`config.mk`:
```
export PLATFORM = sky130hd
export DESIGN_NAME = stair_light_sweep_sequencer_unit
export DESIGN_NICKNAME = d
export VERILOG_FILES = /design/src/rtl/slss_pkg.sv /design/src/rtl/slss_cfg.sv /design/src/rtl/slss_step.sv /design/src/rtl/stair_light_sweep_sequencer_unit.sv
export SDC_FILE = /design/constraint.sdc
export NUM_CORES = 1
export LEC_CHECK = 0
export ABC_CLOCK_PERIOD_IN_PS = 3200
export BUFFER_PORTS_ARGS = -buffer_cell sky130_fd_sc_hd__clkbuf_2
export CAP_MARGIN = 20
export CELL_PAD_IN_SITES_DETAIL_PLACEMENT = 1
export CELL_PAD_IN_SITES_GLOBAL_PLACEMENT = 2
export CORE_ASPECT_RATIO = 2
export CORE_MARGIN = 8
export CORE_UTILIZATION = 25
export CTS_CLUSTER_SIZE = 24
export DETAILED_ROUTE_END_ITERATION = 7
export PLACE_DENSITY = 0.63
export SETUP_SLACK_MARGIN = 0.4
export SKIP_CTS_REPAIR_TIMING = 1
export SLEW_MARGIN = 10
export SYNTH_ARGS = -nofsm -noshare
export SYNTH_HDL_FRONTEND = slang
export SYNTH_SLANG_ARGS = --single-unit
```
`constraint.sdc`:
```
create_clock -name clk -period 3.2 [get_ports clk]
set_input_delay 0.48 -clock clk [delete_from_list [all_inputs] [get_ports clk]]
set_output_delay 0.48 -clock clk [all_outputs]
set_load 0.05 [all_outputs]
```
`src/rtl/slss_pkg.sv`:
```
`timescale 1ns / 1ps
// Shared types, constants and register codes of the stair light sweep sequencer.
package slss_pkg;

	// Stair geometry
	localparam int unsigned LEDS_PER_STAIR = 5;
	localparam int unsigned STAIR_NUM      = 13;

	localparam logic [3:0] LAST_LED   = 4'(LEDS_PER_STAIR - 1);
	localparam logic [4:0] LAST_STAIR = 5'(STAIR_NUM - 1);

	// Sweep phases
	localparam logic [1:0] PH_IDLE  = 2'd0;
	localparam logic [1:0] PH_LIGHT = 2'd1;
	localparam logic [1:0] PH_HOLD  = 2'd2;
	localparam logic [1:0] PH_CLEAR = 2'd3;

	// Configuration register indexes (byte address = 4 * index)
	localparam int unsigned PADDR_W = 5;
	localparam logic [2:0] REG_COLOR_RED   = 3'd0;
	localparam logic [2:0] REG_COLOR_GREEN = 3'd1;
	localparam logic [2:0] REG_COLOR_BLUE  = 3'd2;
	localparam logic [2:0] REG_LED_DELAY   = 3'd3;
	localparam logic [2:0] REG_STAIR_DELAY = 3'd4;
	localparam logic [2:0] REG_HOLD        = 3'd5;

	// Register reset values
	localparam logic [7:0]  RST_COLOR_RED   = 8'hFA;
	localparam logic [7:0]  RST_COLOR_GREEN = 8'hEB;
	localparam logic [7:0]  RST_COLOR_BLUE  = 8'hD7;
	localparam logic [15:0] RST_LED_DELAY   = 16'd10;
	localparam logic [15:0] RST_STAIR_DELAY = 16'd75;
	localparam logic [15:0] RST_HOLD        = 16'd5000;

	typedef struct packed {
		logic motion_top;
		logic motion_bottom;
	} in_t;

	typedef struct packed {
		logic       pixel_write;
		logic [8:0] pixel_index;
		logic [7:0] pixel_red;
		logic [7:0] pixel_green;
		logic [7:0] pixel_blue;
		logic       busy_res;
	} out_t;

	typedef struct packed {
		logic [7:0]  color_red;
		logic [7:0]  color_green;
		logic [7:0]  color_blue;
		logic [15:0] led_delay_ticks;
		logic [15:0] stair_delay_ticks;
		logic [15:0] hold_ticks;
	} cfg_t;

endpackage

```
`src/rtl/slss_cfg.sv`:
```
`timescale 1ns / 1ps
// APB configuration registers of the stair light sweep sequencer.
module slss_cfg (
	input  logic                          clk,
	input  logic                          arst_n,
	input  logic                          psel,
	input  logic                          penable,
	input  logic                          pwrite,
	input  logic [slss_pkg::PADDR_W-1:0]  paddr,
	input  logic [31:0]                   pwdata,
	output logic [31:0]                   prdata,
	output logic                          pready,
	output slss_pkg::cfg_t                cfg
);
	import slss_pkg::*;

	logic       wr_en;
	logic [2:0] reg_idx;
	cfg_t       cfg_q;

	assign wr_en   = psel && penable && pwrite;
	assign reg_idx = paddr[PADDR_W-1:2];
	assign pready  = 1'b1;
	assign cfg     = cfg_q;

	// Write the addressed register on the access phase
	always_ff @(posedge clk or negedge arst_n) begin
		if (!arst_n) begin
			cfg_q.color_red         <= RST_COLOR_RED;
			cfg_q.color_green       <= RST_COLOR_GREEN;
			cfg_q.color_blue        <= RST_COLOR_BLUE;
			cfg_q.led_delay_ticks   <= RST_LED_DELAY;
			cfg_q.stair_delay_ticks <= RST_STAIR_DELAY;
			cfg_q.hold_ticks        <= RST_HOLD;
		end else if (wr_en) begin
			case (reg_idx)
				REG_COLOR_RED:   cfg_q.color_red         <= pwdata[7:0];
				REG_COLOR_GREEN: cfg_q.color_green       <= pwdata[7:0];
				REG_COLOR_BLUE:  cfg_q.color_blue        <= pwdata[7:0];
				REG_LED_DELAY:   cfg_q.led_delay_ticks   <= pwdata[15:0];
				REG_STAIR_DELAY: cfg_q.stair_delay_ticks <= pwdata[15:0];
				REG_HOLD:        cfg_q.hold_ticks        <= pwdata[15:0];
				default: ;
			endcase
		end
	end

	// Read back the addressed register
	always_comb begin
		case (reg_idx)
			REG_COLOR_RED:   prdata = {24'd0, cfg_q.color_red};
			REG_COLOR_GREEN: prdata = {24'd0, cfg_q.color_green};
			REG_COLOR_BLUE:  prdata = {24'd0, cfg_q.color_blue};
			REG_LED_DELAY:   prdata = {16'd0, cfg_q.led_delay_ticks};
			REG_STAIR_DELAY: prdata = {16'd0, cfg_q.stair_delay_ticks};
			REG_HOLD:        prdata = {16'd0, cfg_q.hold_ticks};
			default:         prdata = 32'd0;
		endcase
	end

endmodule

```
`src/rtl/slss_step.sv`:
```
`timescale 1ns / 1ps
// Sweep state and per-tick step logic of the stair light sweep sequencer.
module slss_step (
	input  logic            clk,
	input  logic            arst_n,
	input  logic            advance,
	input  slss_pkg::in_t   item,
	input  slss_pkg::cfg_t  cfg,
	output slss_pkg::out_t  res
);
	import slss_pkg::*;

	logic [1:0]  phase_q, phase_d;
	logic        down_q, down_d;
	logic [4:0]  stair_q, stair_d;
	logic [3:0]  led_q, led_d;
	logic [16:0] wait_q, wait_d;
	logic        tail_q, tail_d;

	logic        start;
	logic        do_write;
	logic        wr_lit;
	logic        wr_down;
	logic [4:0]  wr_stair;
	logic [3:0]  wr_led;
	logic        last_led;
	logic        last_stair;
	logic [16:0] delay;
	logic [8:0]  wr_index;

	// Pick the LED position that this tick writes
	assign start    = (phase_q == PH_IDLE) && (item.motion_top || item.motion_bottom);
	assign wr_down  = start ? item.motion_top : down_q;
	assign wr_stair = start ? (item.motion_top ? LAST_STAIR : 5'd0) : stair_q;
	assign wr_led   = start ? (item.motion_top ? LAST_LED : 4'd0) : led_q;

	assign last_led   = wr_down ? (wr_led == 4'd0) : (wr_led >= LAST_LED);
	assign last_stair = wr_down ? (wr_stair == 5'd0) : (wr_stair >= LAST_STAIR);
	assign delay      = 17'(cfg.led_delay_ticks)
		+ (last_led ? 17'(cfg.stair_delay_ticks) : 17'd0);
	assign wr_index   = 9'({4'd0, wr_stair} * 9'(LEDS_PER_STAIR)) + 9'(wr_led);

	// Decide the tick's action and next state
	always_comb begin
		phase_d  = phase_q;
		down_d   = down_q;
		stair_d  = stair_q;
		led_d    = led_q;
		wait_d   = wait_q;
		tail_d   = tail_q;
		do_write = 1'b0;
		wr_lit   = 1'b0;

		if (phase_q == PH_IDLE) begin
			if (start) begin
				down_d   = item.motion_top;
				tail_d   = 1'b0;
				phase_d  = PH_LIGHT;
				do_write = 1'b1;
				wr_lit   = 1'b1;
			end
		end else if (wait_q > 17'd1) begin
			wait_d = wait_q - 17'd1;
		end else if (phase_q == PH_HOLD) begin
			if (tail_q) begin
				tail_d = 1'b0;
				wait_d = 17'(cfg.hold_ticks);
			end else begin
				phase_d  = PH_CLEAR;
				do_write = 1'b1;
			end
		end else if (phase_q == PH_CLEAR && tail_q) begin
			phase_d = PH_IDLE;
			tail_d  = 1'b0;
			wait_d  = 17'd0;
			stair_d = 5'd0;
			led_d   = 4'd0;
		end else begin
			do_write = 1'b1;
			wr_lit   = (phase_q == PH_LIGHT);
		end

		// Advance the position after a write
		if (do_write) begin
			wait_d = delay;
			if (last_led && last_stair) begin
				tail_d = 1'b1;
				if (wr_lit) begin
					phase_d = PH_HOLD;
					stair_d = wr_down ? LAST_STAIR : 5'd0;
					led_d   = wr_down ? LAST_LED : 4'd0;
				end else begin
					stair_d = wr_stair;
					led_d   = wr_led;
				end
			end else if (last_led) begin
				stair_d = wr_down ? wr_stair - 5'd1 : wr_stair + 5'd1;
				led_d   = wr_down ? LAST_LED : 4'd0;
			end else begin
				stair_d = wr_stair;
				led_d   = wr_down ? wr_led - 4'd1 : wr_led + 4'd1;
			end
		end
	end

	// Form the result transaction
	always_comb begin
		res.pixel_write = do_write;
		res.pixel_index = do_write ? wr_index : 9'd0;
		res.pixel_red   = (do_write && wr_lit) ? cfg.color_red : 8'd0;
		res.pixel_green = (do_write && wr_lit) ? cfg.color_green : 8'd0;
		res.pixel_blue  = (do_write && wr_lit) ? cfg.color_blue : 8'd0;
		res.busy_res    = (phase_d != PH_IDLE);
	end

	// Update the sweep state once per accepted tick
	always_ff @(posedge clk or negedge arst_n) begin
		if (!arst_n) begin
			phase_q <= PH_IDLE;
			down_q  <= 1'b0;
			stair_q <= 5'd0;
			led_q   <= 4'd0;
			wait_q  <= 17'd0;
			tail_q  <= 1'b0;
		end else if (advance) begin
			phase_q <= phase_d;
			down_q  <= down_d;
			stair_q <= stair_d;
			led_q   <= led_d;
			wait_q  <= wait_d;
			tail_q  <= tail_d;
		end
	end

	// Positions stay on the stairs, and idle means nothing is pending
	a_led_range: assert property (@(posedge clk) disable iff (!arst_n)
		led_q <= LAST_LED)
		else $error("led position past last LED");
	a_stair_range: assert property (@(posedge clk) disable iff (!arst_n)
		stair_q <= LAST_STAIR)
		else $error("stair position past last stair");
	a_idle_clean: assert property (@(posedge clk) disable iff (!arst_n)
		phase_q == PH_IDLE |-> (wait_q == 17'd0 && !tail_q))
		else $error("idle with a pending wait");
	a_state_hold: assert property (@(posedge clk) disable iff (!arst_n)
		!advance |=> $stable(phase_q) && $stable(wait_q))
		else $error("sweep state moved without an accepted tick");

endmodule

```
`src/rtl/stair_light_sweep_sequencer_unit.sv`:
```
`timescale 1ns / 1ps
// Top level of the stair light sweep sequencer: handshake registers and APB port.
//
// Each input transaction is one millisecond tick with the two motion sensor
// levels, and each tick gives exactly one result transaction: an optional LED
// write (index and color) and the busy flag. The block takes one tick per
// clock cycle as long as the result is not stalled; a tick passes an input
// register and then the sweep step logic into a result register, which offers
// the result downstream. The result register lets a new tick enter while the
// previous result still waits for the downstream side; the input stalls only
// while both registers are full and the result is stalled. The user must write
// configuration over the APB port (byte address 4 * register index) only while
// no sweep is running; the block itself does not enforce it.
module stair_light_sweep_sequencer_unit (
	input  logic                          clk,
	input  logic                          arst_n,
	input  logic                          in_valid,
	output logic                          in_stall,
	input  slss_pkg::in_t                 in_data,
	output logic                          out_valid,
	input  logic                          out_stall,
	output slss_pkg::out_t                out_data,
	input  logic                          psel,
	input  logic                          penable,
	input  logic                          pwrite,
	input  logic [slss_pkg::PADDR_W-1:0]  paddr,
	input  logic [31:0]                   pwdata,
	output logic [31:0]                   prdata,
	output logic                          pready
);
	import slss_pkg::*;

	cfg_t  cfg;
	in_t   in_data_s1;
	logic  in_valid_s1;
	out_t  step_res;
	out_t  out_data_q;
	logic  out_valid_q;
	logic  advance;

	slss_cfg u_cfg (
		.clk     (clk),
		.arst_n  (arst_n),
		.psel    (psel),
		.penable (penable),
		.pwrite  (pwrite),
		.paddr   (paddr),
		.pwdata  (pwdata),
		.prdata  (prdata),
		.pready  (pready),
		.cfg     (cfg)
	);

	// Step the held tick when the result register can take it
	assign advance  = in_valid_s1 && (!out_valid_q || !out_stall);
	assign in_stall = in_valid_s1 && !advance;

	slss_step u_step (
		.clk     (clk),
		.arst_n  (arst_n),
		.advance (advance),
		.item    (in_data_s1),
		.cfg     (cfg),
		.res     (step_res)
	);

	// Hold the input transaction
	always_ff @(posedge clk or negedge arst_n) begin
		if (!arst_n) begin
			in_valid_s1 <= 1'b0;
		end else if (!in_stall) begin
			in_valid_s1 <= in_valid;
		end
	end

	always_ff @(posedge clk) begin
		if (in_valid && !in_stall) begin
			in_data_s1 <= in_data;
		end
	end

	// Hold the result transaction until taken
	always_ff @(posedge clk or negedge arst_n) begin
		if (!arst_n) begin
			out_valid_q <= 1'b0;
		end else if (advance) begin
			out_valid_q <= 1'b1;
		end else if (!out_stall) begin
			out_valid_q <= 1'b0;
		end
	end

	always_ff @(posedge clk) begin
		if (advance) begin
			out_data_q <= step_res;
		end
	end

	assign out_valid = out_valid_q;
	assign out_data  = out_data_q;

	// Input is stalled only behind a stalled result
	a_stall_cause: assert property (@(posedge clk) disable iff (!arst_n)
		in_stall |-> (out_valid_q && out_stall && in_valid_s1))
		else $error("input stalled without downstream back-pressure");
	a_no_overwrite: assert property (@(posedge clk) disable iff (!arst_n)
		(out_valid_q && out_stall) |=> out_valid_q && $stable(out_data_q))
		else $error("stalled result transaction lost or changed");
	a_step_lands: assert property (@(posedge clk) disable iff (!arst_n)
		advance |=> out_valid_q)
		else $error("stepped tick did not reach the result register");

endmodule

```
==> flow_summary_export.csv, run 1 <==
group,metric,value,unit
synthesis,ys_warn_count,0,
floorplan,ioPinCount,116,
routing,firstDrtPassIters,4,
final_layout,area_delta_synth_final,29.6,%
routing,wl_per_cell,21.2,um
routing,drtIter0Drc,198,
cts,clk_pin_slew,0.07,ns
sta,clock_skew,0.0144,ns
synthesis,synth_most_common_cell,"mux2_2",
synthesis,synth_edf_count,36,
synthesis,synth_ff_type,"dfrtp_1",
synthesis,syn_inst,795,
floorplan,rows,95,
global_route,first_global_vias,7519,
synthesis,ys_top_cells_by_area,"dfrtp_1, edfxtp_1, mux2_2, dfstp_2, ha_1",
cts,clock-root-buffer,"clkbuf_16",
cts,clk_latency,0.45,ns
worst_hold_path,min_path_type,"primary input to async pin",
global_route,grt_util_all_layers,14.6,%
floorplan,die_x,146,um
synthesis,ys_top_cells_by_count,"mux2_2, dfrtp_1, nor2_1, and2_1, o21ai_0",
sta,tightest_slew,0.781,ns
final_layout,drive_gt1_share,41.1,%
placed_design,portBuffers,79,
synthesis,ys_seq_area_share,43.9,%
cts,numClockSinks,140,
placed_design,placed_cells,1336,
power,p_per_area,517,mW/mm^2
synthesis,ys_types,78,
global_route,grt_max_degree,57,
routing,wirelength,29.3,mm
sta,hold_violations,0,
sta,fin_crit_sh,99.8,%
cts,htree_levels,4,
critical_path,r2r_cells,12,
synthesis,synth.ff_latch_count,140,
final_layout,nets,1026,
sta,holdWs,0.0635,ns
synthesis,async_reset_ff_share,74.3,%
placed_design,gp_congestion,0.805,
routing,drc,0,
sta,rsz0062_at_grt,"true",
critical_path,r2r-end,"u_step.wait_q[15]",
floorplan,start_util,25.3,%
routing,final_antenna_net_count,0,
critical_path,critical_path_required,3.54,ns
global_route,grt_pass1_wl,45.1,mm
final_layout,nFillCells,3776,
routing,avgViaCountPerCell,4.90,
power,peakVddDrop,0.000425,V
cts,clock_path_buffers,2,
critical_path,crit_type,"flip-flop to flip-flop",
synthesis,synth_top_area_share,22.2,%
final_layout,insertedDiodeCount,0,
final_layout,stdcell_count,1387,
placed_design,placed_area,0.00986,mm^2
critical_path,arrival,3.53,ns
synthesis,yosysTopAreaCell,"dfrtp_1",
critical_path,rr_startpoint,"u_step.led_q[0]",
outcome,outcome,"finished, final reports clean",
global_route,gr-total-overflow,0,
floorplan,core_area,0.0335,mm^2
sta,final-setup-viol-count,0,
critical_path,worstPathMaxFanout,5,
critical_path,crit_path_end_kind,"flip-flop",
global_route,antenna_found_initial,0,
cts,cts_inserted_buffers,17,
placed_design,dp_hpwl,23.0,mm
sta,slew_headroom,47.4,%
routing,vias,6796,
sta,min_period,3.19,ns
floorplan,fp.dieArea,0.0404,mm^2
critical_path,startpoint,"u_step.led_q[0]",
power,p_leak,4.79,nW
sta,drv_slew,0,
cts,cts_tree,"yes",
run,maxCapViolCount,0,
sta,max_clock_freq,0.313,GHz
final_layout,fin_util,32.7,%
critical_path,reg2reg_slack,0.006,ns
synthesis,syn_area_per_cell,10.6,um^2
final_layout,stdcell_area,0.0110,mm^2
critical_path,crit_path_start_kind,"flip-flop",
synthesis,netlist_area,0.00847,mm^2
floorplan,die_h,276,um
==> kinds of logic after synthesis <==
family / share of synthesized area (%)
and+or+nand+nor: 14.3
AOI/OAI and AO/OA: 15.5
DFF: 43.9
muxes: 13.3
buffers and inverters: 4.42
adders and majority gates: 6.56
xor gates and xnor gates: 1.86
other: 0.0887
==> cell type report <==
class | count | area, um^2 | area share (%)
multi-input combinational | 594 | 4910 | 44.7
sequential | 140 | 3720 | 33.9
timing repair buffer | 160 | 1080 | 9.83
tap | 436 | 546 | 4.97
clock buffer | 17 | 425 | 3.88
clock inverter | 15 | 200 | 1.82
inverter | 25 | 96.3 | 0.878
==> stage by stage <==
step | power (W) | TNS (ns) | setup WS [ns]
3_5_place_dp | 0.00355 | -0.000717 | -0.000717
4_1_cts | 0.00574 | -0.0170 | -0.0170
5_1_grt | 0.00594 | -0.414 | -0.126
6_report | 0.00567 | 0 | 0.00646
3_3_place_gp | 0.00352 | 0 | 0.0502
2_1_floorplan | 0.00317 | 0 | 0.204
==> layer usage <==
metal | wire length (um) | share of wire [%] | vias up | track usage, %
li1 | - | - | 3185 | -
met1 | 9980 | 34 | 3434 | 13.3
met2 | 17400 | 59 | 126 | 29.5
met3 | 632 | 2.2 | 51 | 2.42
met4 | 1300 | 4.4 | 0 | 8.21
met5 | 0 | 0 | - | 0
==> worst max-delay path, cell delays in order, from the launching register on <==
cell and delay (ns):
dfrtp_1 0.38, or3b_4 0.42, a221oi_4 0.26, buf_4 0.18, clkbuf_16 0.14, and2_4 0.15, ha_1 0.22, a21o_1 0.19
nand4_1 0.19, a21boi_2 0.14, o2111a_1 0.29, o31a_1 0.32, o31ai_1 0.21
==> cell usage in the layout (no fill, tap or decap), drive strengths merged, types with 5 or more instances in the layout <==
cell type / synthesis / routed
o21ai: 47 / 47
o2111ai: 5 / 5
nor3: 20 / 20
or3: 7 / 7
a21o: 16 / 16
ha: 38 / 38
xnor2: 14 / 14
inv: 25 / 34
clkbuf: 21 / 96
a32o: 7 / 7
nand2b: 6 / 6
nand4: 5 / 5
o31ai: 8 / 8
conb: 2 / 18
dfstp: 29 / 29
nor2: 49 / 49
o22ai: 8 / 8
o211ai: 6 / 6
and2: 46 / 46
mux2: 78 / 78
edfxtp: 36 / 36
nor4: 5 / 5
and3: 8 / 8
a211o: 7 / 7
a22oi: 10 / 10
nand2: 44 / 44
nand3: 14 / 14
a21oi: 36 / 36
buf: 31 / 81
a31oi: 9 / 9
nor2b: 5 / 5
dfrtp: 75 / 75
mux2i: 18 / 18
==> report_power, final <==
part,internal (W),switching [W]
sequential,0.00214,0.000257
combinational,0.000435,0.000686
clock,0.00126,0.000895
==> registers in the layout, summed over array words and instances (netlist names) <==
signal / cells
in_data_s1: 2
u_step.tail_q: 1
u_step.led_q: 4
u_step.phase_q: 2
out_data: 34
in_valid_s1: 1
out_valid: 1
u_cfg.cfg: 72
u_step.wait_q: 17
u_step.stair_q: 5
u_step.down_q: 1
==> worst max-delay path by stage <==
| stage | endpoint |
|---|---|
| finish | u_step.wait_q[15] |
| global route | u_step.wait_q[16] |
| CTS | u_step.wait_q[16] |
| detailed placement | u_step.wait_q[16] |
| global placement | u_step.wait_q[16] |
| floorplan | u_step.wait_q[16] |
No activity file was read; power rests on OpenSTA's default activity.
==> run 2: changes to the inputs <==
PLACE_DENSITY = unset   (was 0.63)
PLACE_DENSITY_LB_ADDON = 0.2   (was unset)
==> flow_summary_export.csv, run 2 (synthesized netlist as in run 1, its figures left out) <==
group,metric,value,unit
outcome,outcome,"finished, final reports clean",
sta,hold_violations,0,
global_route,gr-total-overflow,0,
floorplan,die_x,146,um
sta,final-setup-viol-count,0,
floorplan,core_area,0.0335,mm^2
final_layout,layout_common_cells,"mux2_2, clkbuf_2, dfrtp_1",
cts,htree_levels,4,
critical_path,critical_path_required,3.40,ns
power,power.switching,0.00197,W
cts,clk_pin_slew,0.08,ns
floorplan,die_h,276,um
critical_path,critPathMaxStageDelay,0.45,ns
global_route,antenna_found_initial,0,
routing,wl_per_cell,22.2,um
sta,min_period,3.01,ns
final_layout,drive_gt1_share,42.4,%
critical_path,startpoint,"u_step.phase_q[1]",
final_layout,nFillCells,3807,
sta,tightest_slew,0.766,ns
sta,fin_setup_tns,0,ns
power,seq_power_share,42.5,%
routing,vias,6846,
power,switching_share,34.7,%
critical_path,r2r_cells,11,
critical_path,cp_common_cell,"ha_4",
routing,wirelength,30.8,mm
sta,rsz0062_at_grt,"true",
global_route,first_global_vias,7643,
critical_path,reg2reg_slack,0.19,ns
final_layout,area_delta_synth_final,31.8,%
placed_design,portBuffers,79,
placed_design,preCtsSetupSlack,-0.0590,ns
floorplan,ioPinCount,116,
power,p_per_area,508,mW/mm^2
critical_path,endpoint,"out_data[31]",
routing,avgViaCountPerCell,4.94,
cts,cts_tree,"yes",
floorplan,rows,95,
power,comb_power_share,20.9,%
routing,drtIter0Drc,165,
cts,clock-root-buffer,"clkbuf_16",
sta,worst_slack,0.191,ns
power,power.internal,0.00370,W
sta,clock_skew,0.0130,ns
power,clkPwrFrac,36.6,%
sta,max_clock_freq,0.332,GHz
worst_hold_path,min_path_type,"primary input to async pin",
critical_path,crit_path_end_kind,"flip-flop",
critical_path,critical-path-slowest-cell,"dfrtp_2",
critical_path,arrival,3.21,ns
sta,fin_crit_sh,94.0,%
floorplan,start_util,25.3,%
power,peakVddDrop,0.000356,V
global_route,grt_util_all_layers,15.1,%
routing,firstDrtPassIters,4,
critical_path,crit_path_cell_trace,"or3b_4, a21o_4, ha_4, ha_4, ha_4, a21o_1, a21oi_2, o21bai_1, a21oi_1, xor2_1, nor2_1",
run,maxCapViolCount,0,
cts,numClockSinks,140,
cts,cts_inserted_buffers,17,
routing,drc,0,
critical_path,crit_path_start_kind,"flip-flop",
cts,clock_path_buffers,2,
floorplan,fp.dieArea,0.0404,mm^2
global_route,grt_max_degree,54,
critical_path,r2r-end,"out_data[31]",
critical_path,rr_startpoint,"u_step.phase_q[1]",
routing,final_antenna_net_count,0,
global_route,grt_pass1_wl,46.3,mm
placed_design,gp_congestion,0.785,
sta,slew_headroom,48.9,%
final_layout,largest_reg_flops,72,
sta,drv_slew,0,
final_layout,insertedDiodeCount,0,
power,p_leak,4.81,nW
critical_path,worstPathMaxFanout,5,
critical_path,crit_type,"flip-flop to flip-flop",
placed_design,dp_hpwl,24.0,mm
cts,clk_latency,0.45,ns
final_layout,nets,1026,
-- run 2: worst min-delay path by stage --
stage                      from       endpoint  slack, ns
finish                   arst_n  u_cfg.cfg[60]       0.09
global route             arst_n  u_cfg.cfg[36]       0.12
CTS                      arst_n  u_cfg.cfg[36]       0.11
detailed placement  in_valid_s1      out_valid       0.49
global placement    in_valid_s1      out_valid       0.47
floorplan                arst_n    in_valid_s1       0.18
-- run 2: power groups by stage --
stage | registers (W) | logic (W) | clock network, W
4_1_cts | 0.00241 | 0.00116 | 0.00214
5_1_grt | 0.00245 | 0.00128 | 0.00220
6_report | 0.00241 | 0.00118 | 0.00207
3_5_place_dp | 0.00244 | 0.00115 | 0
2_1_floorplan | 0.00241 | 0.000758 | 0
3_3_place_gp | 0.00244 | 0.00114 | 0
-- run 2: area by class of cell --
class	count	area, um^2	area share [%]
multi-input combinational	594	5080	45.5
clock inverter	14	164	1.47
tap	436	546	4.89
clock buffer	18	450	4.04
sequential	140	3720	33.4
timing repair buffer	160	1100	9.85
inverter	25	96.3	0.864
-- run 2: per-stage QoR --
stage	total power (W)	instances	utilization (%)	hold slack, ns	cell area (um^2)
2_1_floorplan	0.00317	811	-	0.184	8730
3_3_place_gp	0.00357	1337	29.4	0.472	9870
3_5_place_dp	0.00359	1337	29.4	0.494	9870
4_1_cts	0.00571	1369	31.3	0.108	10500
5_1_grt	0.00594	1387	33.3	0.122	11200
6_report	0.00567	1387	33.3	0.0884	11200
-- run 2: per-layer routing --
layer	GRT usage, %	part of all wire (%)
met2	31.5	61
met1	13.5	33
met5	0	0
met3	2.24	2.1
met4	7.20	3.6
-- run 2: worst max-delay path, delay by kind of cell (launching register included) --
family	cells	cell delay, ns
adders and majority gates	3	0.74
AOI/OAI and AO/OA	5	0.85
DFF	1	0.45
and+or+nand+nor	2	0.50
xor gates and xnor gates	1	0.21
==> run 3: changes to the inputs <==
MAX_ROUTING_LAYER = met4   (was unset)
==> flow_summary_export.csv, run 3 (synthesized netlist as in run 1, its figures left out) <==
group,metric,value,unit
outcome,outcome,"finished, final reports clean",
critical_path,critical-path-slowest-cell,"dfrtp_2",
floorplan,ioPinCount,116,
sta,hold_violations,0,
global_route,grt_pass1_wl,46.3,mm
floorplan,core_area,0.0335,mm^2
critical_path,critical_path_required,3.40,ns
floorplan,die_h,276,um
final_layout,multiInputGateArea,0.00508,mm^2
final_layout,regArea,0.00372,mm^2
placed_design,dp_hpwl,24.0,mm
routing,drc,0,
sta,tightest_slew,0.761,ns
final_layout,drive_gt1_share,42.4,%
routing,wirelength,30.8,mm
power,p_leak,4.81,nW
critical_path,r2r_cells,11,
sta,max_clock_freq,0.332,GHz
critical_path,critPathMaxStageDelay,0.45,ns
routing,firstDrtPassIters,5,
global_route,top_usage_layer,"met2",
cts,cts_tree,"yes",
routing,vias,6823,
global_route,use_met1,13.7,%
critical_path,r2r-end,"out_data[31]",
sta,fin_crit_sh,94.2,%
routing,avgViaCountPerCell,4.92,
global_route,antenna_found_initial,0,
cts,clk_latency,0.45,ns
cts,clock_path_buffers,2,
cts,clock-root-buffer,"clkbuf_16",
placed_design,gp_congestion,0.796,
final_layout,nets,1026,
global_route,use_met3,1.95,%
final_layout,layout_common_cells,"mux2_2, clkbuf_2, dfrtp_1",
routing,final_antenna_net_count,0,
global_route,gr-total-overflow,0,
cts,htree_levels,4,
floorplan,rows,95,
final_layout,largest_reg_flops,72,
cts,clk_pin_slew,0.08,ns
final_layout,area_delta_synth_final,31.8,%
critical_path,cp_top_family,"compound AO/OA/AOI/OAI gates",
run,maxCapViolCount,0,
critical_path,crit_path_start_kind,"flip-flop",
critical_path,worstPathMaxFanout,5,
global_route,grt_util_all_layers,15.6,%
sta,rsz0062_at_grt,"true",
critical_path,cp_common_cell,"ha_4",
sta,holdWs,0.0830,ns
placed_design,placed_cells,1337,
critical_path,crit_buf_inv,0,
sta,min_period,3.01,ns
routing,wl_per_cell,22.2,um
final_layout,stdcell_count,1387,
sta,final-setup-viol-count,0,
critical_path,reg2reg_slack,0.19,ns
power,p_per_area,508,mW/mm^2
floorplan,start_util,25.3,%
sta,drv_slew,0,
critical_path,crit_type,"flip-flop to flip-flop",
worst_hold_path,min_path_type,"primary input to async pin",
critical_path,rr_startpoint,"u_step.phase_q[1]",
floorplan,fp.dieArea,0.0404,mm^2
power,peakVddDrop,0.000356,V
sta,clock_skew,0.0182,ns
critical_path,crit_path_end_kind,"flip-flop",
critical_path,arrival,3.22,ns
global_route,first_global_vias,7661,
cts,numClockSinks,140,
sta,slew_headroom,49.2,%
critical_path,crit_path_cell_trace,"or3b_4, a21o_4, ha_4, ha_4, ha_4, a21o_1, a21oi_2, o21bai_1, a21oi_1, xor2_1, nor2_1",
placed_design,portBuffers,79,
global_route,grt_max_degree,54,
final_layout,insertedDiodeCount,0,
floorplan,die_x,146,um
routing,drtIter0Drc,196,
global_route,grtUsageMet2,31.5,%
final_layout,nFillCells,3807,
cts,cts_inserted_buffers,17,
[run 3: cell type report]
cell class / instances / area share [%]
flip-flops and latches: 140 / 33.4
well taps: 436 / 4.89
clock inverters: 14 / 1.47
inverters: 25 / 0.864
repair buffers: 160 / 9.85
multi-input cells: 594 / 45.5
clock buffers: 18 / 4.04
[run 3: per-layer routing]
metal	wire [um]	vias up	share of wire (%)
met1	10300	3474	34
li1	-	3186	-
met5	0	-	0
met2	18800	118	61
met4	1080	0	3.5
met3	553	45	1.8
[run 3: per-stage QoR]
stage               setup TNS, ns  utilization (%)  area, um^2  setup WS [ns]  power, W
floorplan                       0                -        8730          0.204   0.00317
global placement                0             29.4        9870         0.0161   0.00357
detailed placement        -0.0590             29.4        9870        -0.0590   0.00359
CTS                        -0.116             31.3       10500        -0.0919   0.00571
global route                    0             33.3       11200         0.0542   0.00593
finish                          0             33.3       11200          0.186   0.00567
[run 3: worst max-delay path by stage]
stage | from | endpoint | slack [ns] | cells after the start
after global routing | in_data_s1[0] | out_data[31] | 0.05 | 12
final | u_step.phase_q[1] | out_data[31] | 0.19 | 11
after global placement | in_data_s1[1] | u_step.wait_q[16] | 0.02 | 12
after floorplan | u_step.phase_q[1] | u_step.wait_q[16] | 0.20 | 14
after CTS | in_data_s1[1] | u_step.wait_q[16] | -0.09 | 12
after detailed placement | in_data_s1[1] | u_step.wait_q[16] | -0.06 | 12
[run 3: report_power, final]
group	switching (W)	internal, W
sequential	0.000271	0.00214
combinational	0.000717	0.000467
clock	0.000975	0.00110
[run 3: worst reg2reg max path: stages, from the launching register on]
cell and delay (ns):
dfrtp_2 0.45, or3b_4 0.44, a21o_4 0.25, ha_4 0.25, ha_4 0.26, ha_4 0.23
a21o_1 0.18, a21oi_2 0.18, o21bai_1 0.09, a21oi_1 0.16, xor2_1 0.21, nor2_1 0.06
